--- src/design/bcpu_pkg.sv ---
// ----------------------------------------------------------------------------
// bcpu_pkg
// Mnemonic codes, flag positions and payload types for the execute unit.
// ----------------------------------------------------------------------------
`default_nettype none
package bcpu_pkg;

	typedef enum logic [5:0] {
		OP_ADC = 6'd0,  OP_AND = 6'd1,  OP_ASL = 6'd2,  OP_BCC = 6'd3,
		OP_BCS = 6'd4,  OP_BEQ = 6'd5,  OP_BIT = 6'd6,  OP_BMI = 6'd7,
		OP_BNE = 6'd8,  OP_BPL = 6'd9,  OP_BRK = 6'd10, OP_BVC = 6'd11,
		OP_BVS = 6'd12, OP_CLC = 6'd13, OP_CLD = 6'd14, OP_CLI = 6'd15,
		OP_CLV = 6'd16, OP_CMP = 6'd17, OP_CPX = 6'd18, OP_CPY = 6'd19,
		OP_DEC = 6'd20, OP_DEX = 6'd21, OP_DEY = 6'd22, OP_EOR = 6'd23,
		OP_INC = 6'd24, OP_INX = 6'd25, OP_INY = 6'd26, OP_JMP = 6'd27,
		OP_JSR = 6'd28, OP_LDA = 6'd29, OP_LDX = 6'd30, OP_LDY = 6'd31,
		OP_LSR = 6'd32, OP_NOP = 6'd33, OP_ORA = 6'd34, OP_PHA = 6'd35,
		OP_PHP = 6'd36, OP_PLA = 6'd37, OP_PLP = 6'd38, OP_ROL = 6'd39,
		OP_ROR = 6'd40, OP_RTI = 6'd41, OP_RTS = 6'd42, OP_SBC = 6'd43,
		OP_SEC = 6'd44, OP_SED = 6'd45, OP_SEI = 6'd46, OP_STA = 6'd47,
		OP_STX = 6'd48, OP_STY = 6'd49, OP_TAX = 6'd50, OP_TAY = 6'd51,
		OP_TSX = 6'd52, OP_TXA = 6'd53, OP_TXS = 6'd54, OP_TYA = 6'd55
	} op_t;

	localparam logic [15:0] STACK_BASE = 16'h0100;
	localparam logic [7:0]  SP_RESET   = 8'hFD;

	typedef struct packed {
		logic n, v, d, i, z, c;
	} flags_t;

	typedef struct packed {
		logic [5:0]  action;
		logic        to_accumulator;
		logic [7:0]  data;
		logic [15:0] target;
		logic [1:0]  instr_length;
		logic [7:0]  pulled_first;
		logic [7:0]  pulled_second;
		logic [7:0]  pulled_third;
	} item_in_t;

	typedef struct packed {
		logic [7:0]  acc;
		logic [7:0]  index_x;
		logic [7:0]  index_y;
		logic [7:0]  stack_ptr;
		logic [7:0]  status;
		logic [15:0] prog_counter;
		logic        write_enable;
		logic [15:0] write_address;
		logic [7:0]  write_data;
		logic        last;
	} item_out_t;

	typedef struct packed {
		logic [7:0]  a, x, y, sp;
		logic [15:0] pc;
		flags_t      f;
	} arch_t;

	typedef struct packed {
		logic        we;
		logic [15:0] wa;
		logic [7:0]  wd;
	} wr_t;

	function automatic logic [7:0] pack_status(flags_t f);
		return {f.n, f.v, 1'b1, 1'b0, f.d, f.i, f.z, f.c};
	endfunction

endpackage
`default_nettype wire

--- src/design/bcpu_alu.sv ---
// ----------------------------------------------------------------------------
// bcpu_alu
// Combinational next-state logic for one instruction.
// ----------------------------------------------------------------------------
`default_nettype none
module bcpu_alu
	import bcpu_pkg::*;
(
	input  item_in_t in,
	input  arch_t    cur,
	output arch_t    nxt,
	output wr_t      wr,
	output logic [7:0] jsr_lo
);
	logic [15:0] pc_len, ret;
	logic [7:0]  m, v, r, cmp_reg;
	logic        cin, br, rmw;
	logic [8:0]  bin_add, bin_sub, cmp_diff;
	logic [4:0]  alo;
	logic [8:0]  as_s;
	logic signed [5:0] slo;
	logic signed [9:0] ss;
	logic [9:0]  ssu;
	logic [9:0]  as_fix;

	always_comb begin
		pc_len = cur.pc + {14'd0, in.instr_length};
		ret = pc_len - 16'd1;
		m = in.data;
		cin = cur.f.c;
		v = in.to_accumulator ? cur.a : m;
		bin_add = {1'b0, cur.a} + {1'b0, m} + {8'd0, cin};
		bin_sub = {1'b0, cur.a} + {1'b0, ~m} + {8'd0, cin};
		// decimal add: low nibble fix then high
		alo = {1'b0, cur.a[3:0]} + {1'b0, m[3:0]} + {4'd0, cin};
		if (alo >= 5'h0A) alo = {1'b0, 4'(alo[3:0] + 4'h6)} + 5'h10;
		as_s = {1'b0, cur.a[7:4], 4'h0} + {1'b0, m[7:4], 4'h0} + {4'd0, alo};
		as_fix = ({1'b0, as_s} >= 10'h0A0) ? {1'b0, as_s} + 10'h060 : {1'b0, as_s};
		// decimal subtract
		slo = $signed({2'b0, cur.a[3:0]}) - $signed({2'b0, m[3:0]})
			+ $signed({5'b0, cin}) - 6'sd1;
		if (slo < 0) slo = $signed({2'b0, 4'(slo[3:0] + 4'hA)}) - 6'sd16;
		ss = $signed({2'b0, cur.a[7:4], 4'h0}) - $signed({2'b0, m[7:4], 4'h0})
			+ 10'(slo);
		if (ss < 0) ss = ss - 10'sd96;
		ssu = 10'(ss);
		case (in.action)
			OP_CMP: cmp_reg = cur.a;
			OP_CPX: cmp_reg = cur.x;
			default: cmp_reg = cur.y;
		endcase
		cmp_diff = {1'b0, cmp_reg} - {1'b0, m};

		nxt = cur;
		nxt.pc = pc_len;
		wr = '0;
		br = 1'b0;
		rmw = 1'b0;
		r = '0;
		jsr_lo = ret[7:0];
		case (in.action)
			OP_ADC: begin
				if (cur.f.d) begin
					nxt.f.z = (bin_add[7:0] == 8'd0);
					nxt.f.n = as_s[7];
					nxt.f.v = ~(cur.a[7] ^ m[7]) & (cur.a[7] ^ as_s[7]);
					nxt.f.c = |as_fix[9:8];
					nxt.a = as_fix[7:0];
				end else begin
					nxt.a = bin_add[7:0];
					nxt.f.c = bin_add[8];
					nxt.f.v = ~(cur.a[7] ^ m[7]) & (cur.a[7] ^ bin_add[7]);
					nxt.f.n = bin_add[7];
					nxt.f.z = (bin_add[7:0] == 8'd0);
				end
			end
			OP_SBC: begin
				nxt.f.c = bin_sub[8];
				nxt.f.v = (cur.a[7] ^ m[7]) & (cur.a[7] ^ bin_sub[7]);
				nxt.f.n = bin_sub[7];
				nxt.f.z = (bin_sub[7:0] == 8'd0);
				nxt.a = cur.f.d ? ssu[7:0] : bin_sub[7:0];
			end
			OP_AND: begin nxt.a = cur.a & m; end
			OP_EOR: begin nxt.a = cur.a ^ m; end
			OP_ORA: begin nxt.a = cur.a | m; end
			OP_ASL: begin nxt.f.c = v[7]; r = {v[6:0], 1'b0}; rmw = 1'b1; end
			OP_LSR: begin nxt.f.c = v[0]; r = {1'b0, v[7:1]}; rmw = 1'b1; end
			OP_ROL: begin nxt.f.c = v[7]; r = {v[6:0], cin}; rmw = 1'b1; end
			OP_ROR: begin nxt.f.c = v[0]; r = {cin, v[7:1]}; rmw = 1'b1; end
			OP_BCC: br = ~cur.f.c;
			OP_BCS: br = cur.f.c;
			OP_BEQ: br = cur.f.z;
			OP_BNE: br = ~cur.f.z;
			OP_BMI: br = cur.f.n;
			OP_BPL: br = ~cur.f.n;
			OP_BVC: br = ~cur.f.v;
			OP_BVS: br = cur.f.v;
			OP_BIT: begin
				nxt.f.z = ((cur.a & m) == 8'd0);
				nxt.f.n = m[7];
				nxt.f.v = m[6];
			end
			OP_CLC: nxt.f.c = 1'b0;
			OP_CLD: nxt.f.d = 1'b0;
			OP_CLI: nxt.f.i = 1'b0;
			OP_CLV: nxt.f.v = 1'b0;
			OP_SEC: nxt.f.c = 1'b1;
			OP_SED: nxt.f.d = 1'b1;
			OP_SEI: nxt.f.i = 1'b1;
			OP_CMP, OP_CPX, OP_CPY: begin
				nxt.f.c = ~cmp_diff[8];
				nxt.f.n = cmp_diff[7];
				nxt.f.z = (cmp_diff[7:0] == 8'd0);
			end
			OP_DEC: begin wr = '{1'b1, in.target, m - 8'd1}; end
			OP_INC: begin wr = '{1'b1, in.target, m + 8'd1}; end
			OP_DEX: nxt.x = cur.x - 8'd1;
			OP_DEY: nxt.y = cur.y - 8'd1;
			OP_INX: nxt.x = cur.x + 8'd1;
			OP_INY: nxt.y = cur.y + 8'd1;
			OP_JMP: nxt.pc = in.target;
			OP_JSR: begin
				nxt.sp = cur.sp - 8'd2;
				nxt.pc = in.target;
				wr = '{1'b1, STACK_BASE | {8'd0, cur.sp}, ret[15:8]};
			end
			OP_LDA: nxt.a = m;
			OP_LDX: nxt.x = m;
			OP_LDY: nxt.y = m;
			OP_PHA: begin
				wr = '{1'b1, STACK_BASE | {8'd0, cur.sp}, cur.a};
				nxt.sp = cur.sp - 8'd1;
			end
			OP_PHP: begin
				wr = '{1'b1, STACK_BASE | {8'd0, cur.sp}, pack_status(cur.f) | 8'h30};
				nxt.sp = cur.sp - 8'd1;
			end
			OP_PLA: begin nxt.sp = cur.sp + 8'd1; nxt.a = in.pulled_first; end
			OP_PLP: begin
				nxt.sp = cur.sp + 8'd1;
				nxt.f = '{in.pulled_first[7], in.pulled_first[6], in.pulled_first[3],
					in.pulled_first[2], in.pulled_first[1], in.pulled_first[0]};
			end
			OP_RTI: begin
				nxt.sp = cur.sp + 8'd3;
				nxt.f = '{in.pulled_first[7], in.pulled_first[6], in.pulled_first[3],
					in.pulled_first[2], in.pulled_first[1], in.pulled_first[0]};
				nxt.pc = {in.pulled_third, in.pulled_second};
			end
			OP_RTS: begin
				nxt.sp = cur.sp + 8'd2;
				nxt.pc = {in.pulled_second, in.pulled_first} + 16'd1;
			end
			OP_STA: wr = '{1'b1, in.target, cur.a};
			OP_STX: wr = '{1'b1, in.target, cur.x};
			OP_STY: wr = '{1'b1, in.target, cur.y};
			OP_TAX: nxt.x = cur.a;
			OP_TAY: nxt.y = cur.a;
			OP_TSX: nxt.x = cur.sp;
			OP_TXA: nxt.a = cur.x;
			OP_TXS: nxt.sp = cur.x;
			OP_TYA: nxt.a = cur.y;
			default: ;
		endcase
		// N/Z for results that land in a register or memory byte
		case (in.action)
			OP_AND, OP_EOR, OP_ORA, OP_LDA, OP_PLA, OP_TXA, OP_TYA: begin
				nxt.f.n = nxt.a[7]; nxt.f.z = (nxt.a == 8'd0);
			end
			OP_DEX, OP_INX, OP_LDX, OP_TAX, OP_TSX: begin
				nxt.f.n = nxt.x[7]; nxt.f.z = (nxt.x == 8'd0);
			end
			OP_DEY, OP_INY, OP_LDY, OP_TAY: begin
				nxt.f.n = nxt.y[7]; nxt.f.z = (nxt.y == 8'd0);
			end
			OP_DEC, OP_INC: begin
				nxt.f.n = wr.wd[7]; nxt.f.z = (wr.wd == 8'd0);
			end
			default: ;
		endcase
		if (rmw) begin
			nxt.f.n = r[7];
			nxt.f.z = (r == 8'd0);
			if (in.to_accumulator) nxt.a = r;
			else wr = '{1'b1, in.target, r};
		end
		if (br) nxt.pc = pc_len + {{8{m[7]}}, m};
	end
endmodule
`default_nettype wire

--- config.mk ---
export PLATFORM = sky130hd
export DESIGN_NAME = bcpu_alu
export DESIGN_NICKNAME = d
export VERILOG_FILES = /design/src/design/bcpu_pkg.sv /design/src/design/bcpu_alu.sv
export SDC_FILE = /design/constraint.sdc
export NUM_CORES = 1
export LEC_CHECK = 0
export ABC_CLOCK_PERIOD_IN_PS = 10700
export BUFFER_PORTS_ARGS = -buffer_cell sky130_fd_sc_hd__buf_2
export CAP_MARGIN = 5
export CORE_ASPECT_RATIO = 0.6
export CORE_MARGIN = 4
export CORE_UTILIZATION = 45
export DETAILED_ROUTE_END_ITERATION = 10
export PLACE_DENSITY_LB_ADDON = 0.1
export SYNTH_ARGS = -nofsm -noshare
export SYNTH_HDL_FRONTEND = slang
export SYNTH_SLANG_ARGS = --single-unit
--- constraint.sdc ---
create_clock -name vclk -period 10.7
set_input_delay 1.605 -clock vclk [all_inputs]
set_output_delay 1.605 -clock vclk [all_outputs]
set_load 0.02 [all_outputs]
==> metrics.md, run 1 <==
| Metric | Value |
|---|---|
| Outcome | `finished clean` |
| Multi-input gate area | `0.00823 mm2` |
| CTS Hold Buffers Added | `0` |
| Global-route wire length before repair | `65.6 mm` |
| Critical path class | `in2out` |
| Tmin final | `9430 ps` |
| Synth Instances | `1,293` |
| Die footprint | `0.0219 mm2` |
| Total gr overflow | `0` |
| Fillers | `2,021` |
| Area growth from synthesis to layout | `13.5%` |
| Average cell area after synthesis | `6.81 um2` |
| Final Core Density | `52.3%` |
| Top-Level Pins | `198` |
| FFs & Latches | `0` |
| Max Clock Freq | `0.106 GHz` |
| Reg area | `0 um2` |
| Critical Path AT | `7820 ps` |
| Power per cell area | `62.9 mW/mm2` |
| Die Span X | `189 um` |
| Slew headroom | `14.1%` |
| Post-route ant nets | `0` |
| Largest net degree at the start of global routing | `43` |
| CP bufs+invs | `6` |
| Least-Margin Pin Slew | `1280 ps` |
| Critical Path Sink Type | `primary output` |
| Max VDD drop | `48.0 uV` |
| Setup TNS | `0 ps` |
| Final hold vios | `0` |
| Initial core utilization | `46.0%` |
| Synthesized area | `0.00880 mm2` |
| Row count | `39` |
| Share of cells above drive strength 1 | `16.7%` |
| # DRC | `0` |
| Drt total wl | `45.8 mm` |
| Critical path's slowest cell | `fa_1` |
| HP Class | `in2out` |
| Routability cong. | `1.10` |
| Die height | `116 um` |
| Data required, critical path | `9100 ps` |
| Slowest stage delay, CP | `580 ps` |
| Final setup fails | `0` |
| Number of distinct library cells after synthesis | `88` |
| Post-route clock period utilization | `88.1%` |
| Design Area, Final | `0.00999 mm2` |
| Sequential-to-total area share from yosys stat | `0%` |
| Via count | `11,500` |
| CP top delay family | `adder cells` |
| Lkg Pwr | `4.45 nW` |
| Detail Placement HPWL | `37.6 mm` |
| Post-CTS setup repair buffer count | `0` |
| Core area | `0.0191 mm2` |
| Synthesis Warnings | `0` |
| Startpoint Class | `input pin` |
| Wire per inst | `26.8 um` |
| Largest fanout on the critical path | `10` |
| Iteration-0 DRC Markers | `1,996` |
| Clock buf count | `0` |
| Initial antenna violation count | `0` |
| Nets | `1,673` |
| PostCTS Resize Cnt | `0` |
| Placed cell area | `0.00999 mm2` |
| Tot GR Track Use | `39.4%` |
| Vias per cell | `6.74` |
| Unrepaired setup endpoints after global routing | `false` |
| PortBufs | `198` |
| Post-synth net total | `1,518` |
| Max-Cap Viols | `0` |
| Diode count | `0` |
| Drt pass-1 iters | `7` |
| Final slew viol count | `0` |
| Vias in the first global route | `10,100` |
[synth_stat cells, types with 8 or more instances]
cell type | number | area [um2]
and2_1 | 14 | 87.6
nor3_1 | 52 | 260
xnor2_1 | 70 | 613
nor2b_1 | 20 | 125
nand3_1 | 35 | 175
inv_1 | 85 | 319
a21oi_1 | 70 | 350
a221oi_1 | 14 | 123
clkbuf_1 | 43 | 161
nand2b_1 | 25 | 156
o21bai_1 | 14 | 105
a221o_1 | 11 | 110
nor2_1 | 112 | 420
o21ai_0 | 78 | 390
a211oi_1 | 11 | 82.6
a31oi_1 | 19 | 119
o211ai_1 | 10 | 75.1
nand2_1 | 108 | 405
a22oi_1 | 45 | 338
a22o_1 | 19 | 166
nor4_1 | 16 | 100
or3_1 | 12 | 75.1
ha_1 | 95 | 1190
o21a_1 | 13 | 97.6
xor2_1 | 36 | 315
o31ai_1 | 9 | 67.6
nand4_1 | 15 | 93.8
or4_1 | 11 | 82.6
a222oi_1 | 21 | 210
and3_1 | 15 | 93.8
mux2i_1 | 18 | 180
fa_1 | 19 | 380
o22a_1 | 8 | 70.1
a21o_1 | 26 | 195
buf_2 | 11 | 55.1
[final timing paths]
check,startpoint,to,slack [ps],cells after the start
setup / recovery,in[42],nxt[1],1270,25
hold / removal,in[34],wr[16],3540,3
[logic make-up after synthesis]
logic type | synth area share (%)
AND/OR/NAND/NOR | 26.9
AO/OA/AOI/OAI | 35.1
buffers and inverters | 6.68
adder cells (fa/ha/maj) | 17.8
XOR/XNOR | 11.2
multiplexers | 2.30
[cells in the final DEF (no fill, tap or decap), types with 19 or more instances in the layout]
| cell | n |
|---|---|
| nand2b_1 | 25 |
| nand3_1 | 35 |
| xnor2_1 | 70 |
| a22oi_1 | 45 |
| nand2_1 | 108 |
| xor2_1 | 36 |
| buf_2 | 198 |
| a21oi_1 | 70 |
| a222oi_1 | 21 |
| ha_1 | 95 |
| nor2_1 | 112 |
| a22o_1 | 19 |
| fa_1 | 19 |
| o21ai_0 | 77 |
| a21o_1 | 26 |
| a31oi_1 | 19 |
| nor3_1 | 51 |
| nor2b_1 | 20 |
| inv_1 | 85 |
[through the flow]
stage	setup WS, ps	power (mW)	cells	hold slack (ps)
floorplan	2600	0.385	1293	3380
CTS	1420	0.596	1712	3540
finish	1270	0.628	1712	3540
detailed placement	1450	0.593	1712	3540
global route	815	0.668	1712	3560
global placement	1470	0.593	1712	3540
[area by class of cell]
cell class	instances	area share (%)
Tap cell	266	3.33
Timing Repair Buffer	214	11.1
Inverter	86	3.23
Multi-Input combinational cell	1146	82.3
[per-layer routing]
| layer | up-vias | wire (um) | track usage [%] |
|---|---|---|---|
| li1 | 5200 | - | - |
| met1 | 5354 | 20500 | 60.6 |
| met2 | 912 | 15900 | 48.5 |
| met3 | 70 | 8830 | 20.5 |
| met4 | 0 | 645 | 3.44 |
| met5 | - | 0 | 0 |
[where the power goes]
part / switching (mW) / total [mW] / internal (mW) / leakage [nW]
logic: 0.414 / 0.628 / 0.214 / 4.45
clock network: 0 / 0 / 0 / 0
registers: 0 / 0 / 0 / 0
No activity file was read; power rests on OpenSTA's default activity.
==> run 2: changes to the inputs <==
--- a/config.mk
+++ b/config.mk
@@ -5,10 +5,10 @@
 export SDC_FILE = /design/constraint.sdc
 export NUM_CORES = 1
 export LEC_CHECK = 0
+export ABC_AREA = 1
 export ABC_CLOCK_PERIOD_IN_PS = 10700
 export BUFFER_PORTS_ARGS = -buffer_cell sky130_fd_sc_hd__buf_2
-export CAP_MARGIN = 5
-export CORE_ASPECT_RATIO = 0.6
+export CORE_ASPECT_RATIO = 0.8
 export CORE_MARGIN = 4
 export CORE_UTILIZATION = 45
 export DETAILED_ROUTE_END_ITERATION = 10
==> run 2 against run 1 <==
  * Flip-flop and latch count unchanged
  * First-iteration DRC count decreased by 26%
  * Synthesized area about the same
  * Synthesized cell count increased by 26%
  * Routed wire length decreased by 9.5%
  * Power decreased by 13%
  * Utilization increased by 0.28 points
  * Critical path type unchanged
  * Hold slack about the same
  * Via count increased by 6.4%
  * Non-clock buffer count decreased by 14
==> metrics.md, run 2 <==
| Metric | Value |
|---|---|
| Outcome | `finished clean` |
| Clock Power Share | `0% (unchanged)` |
| Unrepaired setup endpoints after global routing | `false` |
| # DRC | `0 (unchanged)` |
| Leading cell type in the layout, fill and taps excluded | `nand2_1` |
| Routability cong. | `1.08 (-1.3%)` |
| Post-synth top area cell | `nand2_1` |
| Die footprint | `0.0219 mm2 (-0.30%)` |
| Total gr overflow | `0 (unchanged)` |
| Area growth from synthesis to layout | `13.9%` |
| Vias per cell | `5.94 (-12%)` |
| Reg area | `0 um2 (unchanged)` |
| Least-Margin Pin Slew | `1050 ps (-232 ps)` |
| Share of the synthesized area in the top cell type | `17.5% (+4.0 points)` |
| Dpl cells | `2,063 (+21%)` |
| Final slew viol count | `0 (unchanged)` |
| Drt total wl | `41.5 mm (-9.5%)` |
| Row count | `45 (+15%)` |
| Largest net degree at the start of global routing | `29 (-33%)` |
| Final hold slack | `3540 ps (+0.280 ps)` |
| FFs & Latches | `0 (unchanged)` |
| Setup TNS | `0 ps (unchanged)` |
| Slowest stage delay, CP | `550 ps (-30 ps)` |
| Detail Placement HPWL | `34.7 mm (-7.6%)` |
| Max Clock Freq | `0.121 GHz (+14%)` |
| Die Span X | `164 um (-13%)` |
| PortBufs | `198 (unchanged)` |
| Post-CTS setup repair buffer count | `0 (unchanged)` |
| Sequential-to-total area share from yosys stat | `0% (unchanged)` |
| Data required, critical path | `9100 ps (about the same)` |
| Commonest cells after routing, fill and taps aside | `411 x nand2_1, 263 x inv_1, 198 x buf_2` |
| Tmin final | `8290 ps (-1140 ps)` |
| CP bufs+invs | `7 (+1)` |
| Initial antenna violation count | `2 (+2)` |
| Drt pass-1 iters | `6 (-1)` |
| Top cells by count, synth | `411 x nand2_1, 263 x inv_1, 164 x nor2_1` |
| Slew headroom | `30.0% (+16 points)` |
| Pint | `0.176 mW (-18%)` |
| Average cell area after synthesis | `5.42 um2 (-20%)` |
| Tot GR Track Use | `35.6% (-3.8 points)` |
| Fin cells | `2,065 (+21%)` |
| Startpoint Class | `input pin` |
| Sequential power share | `0% (unchanged)` |
| Comb pwr share | `100.0% (about the same)` |
| Clock buf count | `0 (unchanged)` |
| Iteration-0 DRC Markers | `1,473 (-26%)` |
| HP Class | `in2out` |
| Max VDD drop | `39.2 uV (-18%)` |
| Final worst slack | `2410 ps (+1140 ps)` |
| NetSw | `0.368 mW (-11%)` |
| Nets | `2,032 (+21%)` |
| Critical Path Sink Type | `primary output` |
| Final setup fails | `0 (unchanged)` |
| Post-Place Setup Slack | `2470 ps (+1020 ps)` |
| Initial core utilization | `46.1% (+0.086 points)` |
| Max-Cap Viols | `0 (unchanged)` |
| Wire per inst | `20.1 um (-25%)` |
| Vias in the first global route | `10,700 (+6.0%)` |
| Post-route ant nets | `0 (unchanged)` |
| Synth Instances | `1,625 (+26%)` |
| Placed cell area | `0.0100 mm2 (+0.26%)` |
| Final Core Density | `52.5% (+0.28 points)` |
| Global-route wire length before repair | `61.6 mm (-6.1%)` |
| Switch share | `67.7% (+1.8 points)` |
| Share of cells above drive strength 1 | `14.1% (-2.5 points)` |
| Via count | `12,300 (+6.4%)` |
| Critical path class | `in2out` |
| Critical Path AT | `6690 ps (-1130 ps)` |
| Top-count cell post-synth | `nand2_1` |
| CTS Hold Buffers Added | `0 (unchanged)` |
| Synthesized area | `0.00880 mm2 (about the same)` |
| Lkg Pwr | `5.54 nW (+25%)` |
| Design Area, Final | `0.0100 mm2 (+0.31%)` |
| Total power draw | `0.544 mW (-13%)` |
| Power per cell area | `54.2 mW/mm2 (-14%)` |
| Number of distinct library cells after synthesis | `52 (-41%)` |
| Cell mode on critical path | `nand2_1` |
| Largest fanout on the critical path | `8 (-2)` |
| Dominant cells by area after synthesis | `nand2_1 18%, ha_1 14%, inv_1 11%` |
| Die height | `133 um (+14%)` |
| Synthesis Warnings | `0 (unchanged)` |
| Post-route clock period utilization | `77.5% (-11 points)` |
| Critical path's slowest cell | `fa_1` |
| Core area | `0.0191 mm2 (-0.22%)` |
| Final hold vios | `0 (unchanged)` |
| Post-synth net total | `1,850 (+22%)` |
| CP top delay family | `adder cells` |
| Top-Level Pins | `198 (unchanged)` |
| PostCTS Resize Cnt | `0 (unchanged)` |
[run 2: final timing paths]
check / startpoint / end / depth (start not counted)
worst min-delay path: in[41] / wr[23] / 4
worst max-delay path: in[42] / nxt[1] / 34
[run 2: final cells by class]
class	instances	area (um2)
inverters	274	1030
well taps	258	323
fillers	2165	9060
multi-input cells	1331	7660
diodes	2	5.00
repair buffers	200	1010
[run 2: logic make-up (layout without fill, tap and decap cells)]
group,after synthesis,after routing,synth area share (%)
AOI/OAI and AO/OA,353,353,24.1
xor gates and xnor gates,47,47,4.68
adders and majority gates,114,114,17.8
buffers and inverters,294,474,12.9
other,0,2,0
and+or+nand+nor,817,817,40.5
[run 2: power by group through the flow]
stage | Sequential (mW) | Clock (mW) | Combinational [mW]
after floorplan | 0 | 0 | 0.356
after global placement | 0 | 0 | 0.523
after detailed placement | 0 | 0 | 0.526
after CTS | 0 | 0 | 0.529
after global routing | 0 | 0.0000000125 | 0.595
final | 0 | 0.0000000126 | 0.544
[run 2: layer usage]
layer / GRT usage, % / routed length (um) / up-vias / part of all wire, %
li1: - / - / 5826 / -
met1: 54.1 / 18300 / 5592 / 44
met2: 52.5 / 16700 / 773 / 40
met3: 7.29 / 5630 / 79 / 14
met4: 4.52 / 904 / 0 / 2.2
met5: 0 / 0 / - / 0
==> run 3: changes to the inputs <==
--- a/config.mk
+++ b/config.mk
@@ -6,7 +6,7 @@
 export NUM_CORES = 1
 export LEC_CHECK = 0
 export ABC_AREA = 1
-export ABC_CLOCK_PERIOD_IN_PS = 10700
+export ABC_CLOCK_PERIOD_IN_PS = 7300
 export BUFFER_PORTS_ARGS = -buffer_cell sky130_fd_sc_hd__buf_2
 export CORE_ASPECT_RATIO = 0.8
 export CORE_MARGIN = 4
==> constraint.sdc (replaced) <==
create_clock -name vclk -period 7.3
set_input_delay 1.095 -clock vclk [all_inputs]
set_output_delay 1.095 -clock vclk [all_outputs]
set_load 0.02 [all_outputs]
==> run 3 against run 2 <==
  * Routed wire length up 1.1%
  * First-iteration DRC count fell by 3.7%
  * Critical path depth down 2
  * Critical path type unchanged
  * Largest power group unchanged
==> metrics.md, run 3 (synthesis gave the netlist of run 2 again) <==
| Metric | Value |
|---|---|
| Outcome | `finished clean` |
| Data required, critical path | `6200 ps (-2900 ps)` |
| Met1 Use GR | `52.6% (-1.5 points)` |
| Core area | `0.0191 mm2 (unchanged)` |
| Wire per inst | `20.3 um (+0.84%)` |
| Lkg Pwr | `5.56 nW (+0.39%)` |
| PortBufs | `198 (unchanged)` |
| Global-route wire length before repair | `62.8 mm (+1.8%)` |
| Startpoint Class | `input pin` |
| Final slew viol count | `0 (unchanged)` |
| # DRC | `0 (unchanged)` |
| Clock buf count | `0 (unchanged)` |
| Drt total wl | `41.9 mm (+1.1%)` |
| Total gr overflow | `0 (unchanged)` |
| Critical path's slowest cell | `fa_2` |
| Cell mode on critical path | `nand2_1` |
| Final Core Density | `52.9% (+0.35 points)` |
| Vias in the first global route | `11,100 (+3.5%)` |
| HP Class | `in2out` |
| Slew headroom | `27.8% (-2.2 points)` |
| Tot GR Track Use | `36.4% (+0.83 points)` |
| Post-Place Setup Slack | `305 ps (-2170 ps)` |
| Dpl cells | `2,067 (+0.19%)` |
| Fillers | `2,091 (-3.4%)` |
| Detail Placement HPWL | `35.2 mm (+1.3%)` |
| Final hold vios | `0 (unchanged)` |
| Iteration-0 DRC Markers | `1,418 (-3.7%)` |
| Multi-input gate area | `0.00768 mm2 (+0.23%)` |
| Power per cell area | `79.9 mW/mm2 (+47%)` |
| Final worst slack | `449 ps (-1960 ps)` |
| Met3 GRT Util | `12.4% (+5.1 points)` |
| Drt pass-1 iters | `7 (+1)` |
| Routability cong. | `1.15 (+6.3%)` |
| Max Clock Freq | `0.146 GHz` |
| NetSw | `0.544 mW (+48%)` |
| Tmin final | `6850 ps` |
| Post-route clock period utilization | `93.9%` |
| Final hold slack | `2520 ps (-1020 ps)` |
| Vias per cell | `5.90 (-0.79%)` |
| Max-Cap Viols | `0 (unchanged)` |
| Critical Path AT | `5760 ps (-930 ps)` |
| Fin cells | `2,071 (+0.29%)` |
| Die Span X | `164 um (unchanged)` |
| Post-route ant nets | `0 (unchanged)` |
| Max VDD drop | `49.8 uV (+27%)` |
| Least-Margin Pin Slew | `1080 ps (+32.6 ps)` |
| Area growth from synthesis to layout | `14.7%` |
| Die footprint | `0.0219 mm2 (unchanged)` |
| Met2 usage | `51.0% (-1.5 points)` |
| Comb pwr share | `100.0% (about the same)` |
| Final setup fails | `0 (unchanged)` |
| Initial antenna violation count | `3 (+1)` |
| CTS Hold Buffers Added | `0 (unchanged)` |
| Sequential power share | `0% (unchanged)` |
| Switch share | `67.5% (-0.22 points)` |
| Setup TNS | `0 ps (unchanged)` |
| Worst setup startpoint | `cur[46]` |
| FFs & Latches | `0 (unchanged)` |
| Commonest cells after routing, fill and taps aside | `411 x nand2_1, 262 x inv_1, 196 x buf_2` |
| Reg area | `0 um2 (unchanged)` |
| CP endpoint | `nxt[1]` |
| Via count | `12,200 (-0.50%)` |
| Nets | `2,037 (+0.25%)` |
| Initial core utilization | `46.1% (unchanged)` |
| Clock Power Share | `0% (unchanged)` |
| Critical path class | `in2out` |
| Die height | `133 um (unchanged)` |
| Largest fanout on the critical path | `6 (-2)` |
| Share of cells above drive strength 1 | `14.7% (+0.57 points)` |
| Pint | `0.262 mW (+49%)` |
| Top-Level Pins | `198 (unchanged)` |
| Row count | `45 (unchanged)` |
| Slowest stage delay, CP | `560 ps (about the same)` |
| Leading cell type in the layout, fill and taps excluded | `nand2_1` |
| Largest net degree at the start of global routing | `29 (unchanged)` |
| GRT busiest layer | `met1` |
| Critical Path Sink Type | `primary output` |
run 3: cell count changes in the layout (fill, tap and decap cells not counted), moves of 2 or more:
cell,before,now
buf_4,2,7
buf_2,198,196
clkbuf_4,0,2
fa_1,19,17
fa_2,0,2
nand3_1,128,126
nand3_2,2,4
run 3: layer usage:
layer | wire length, um | part of all wire, % | vias to the layer above
li1 | - | - | 5830
met1 | 18500 | 44 | 5537
met2 | 16300 | 39 | 743
met3 | 5830 | 14 | 99
met4 | 1280 | 3.1 | 0
met5 | 0 | 0 | -
run 3: power by group through the flow:
| stage | clock network [mW] | registers, mW | logic (mW) |
|---|---|---|---|
| floorplan | 0 | 0 | 0.522 |
| global placement | 0 | 0 | 0.769 |
| detailed placement | 0 | 0 | 0.776 |
| CTS | 0 | 0 | 0.780 |
| global route | 0.0000000183 | 0 | 0.883 |
| finish | 0.00000000109 | 0 | 0.806 |
run 3: worst min-delay path by stage:
stage / from / endpoint / depth (start not counted)
CTS: in[41] / wr[23] / 4
detailed placement: in[41] / wr[23] / 4
global route: in[41] / wr[23] / 4
global placement: in[41] / wr[23] / 4
floorplan: in[41] / wr[23] / 2
finish: in[41] / wr[23] / 4
run 3: layout make-up:
| type | instances | area share, % |
|---|---|---|
| Multi-Input combinational cell | 1331 | 76.1 |
| Tap cell | 258 | 3.20 |
| Antenna cell | 3 | 0.0744 |
| Timing Repair Buffer | 205 | 10.4 |
| Inverter | 274 | 10.2 |
run 3: per-stage QoR:
stage	cell area [um2]	total power, mW
floorplan	8800	0.522
finish	10100	0.806
detailed placement	10100	0.776
global route	10100	0.883
CTS	10100	0.780
global placement	10100	0.769
run 3: critical path, delay by kind of cell:
kind	cells	cell delay, ps
AND/OR/NAND/NOR	19	1810
adder cells (fa/ha/maj)	6	2090
buffers and inverters	7	760
run 3: what timing repair did:
action	in CTS	in global routing
gates resized for setup	0	8
buffers inserted	0	1
endpoints found under the setup margin	0	4
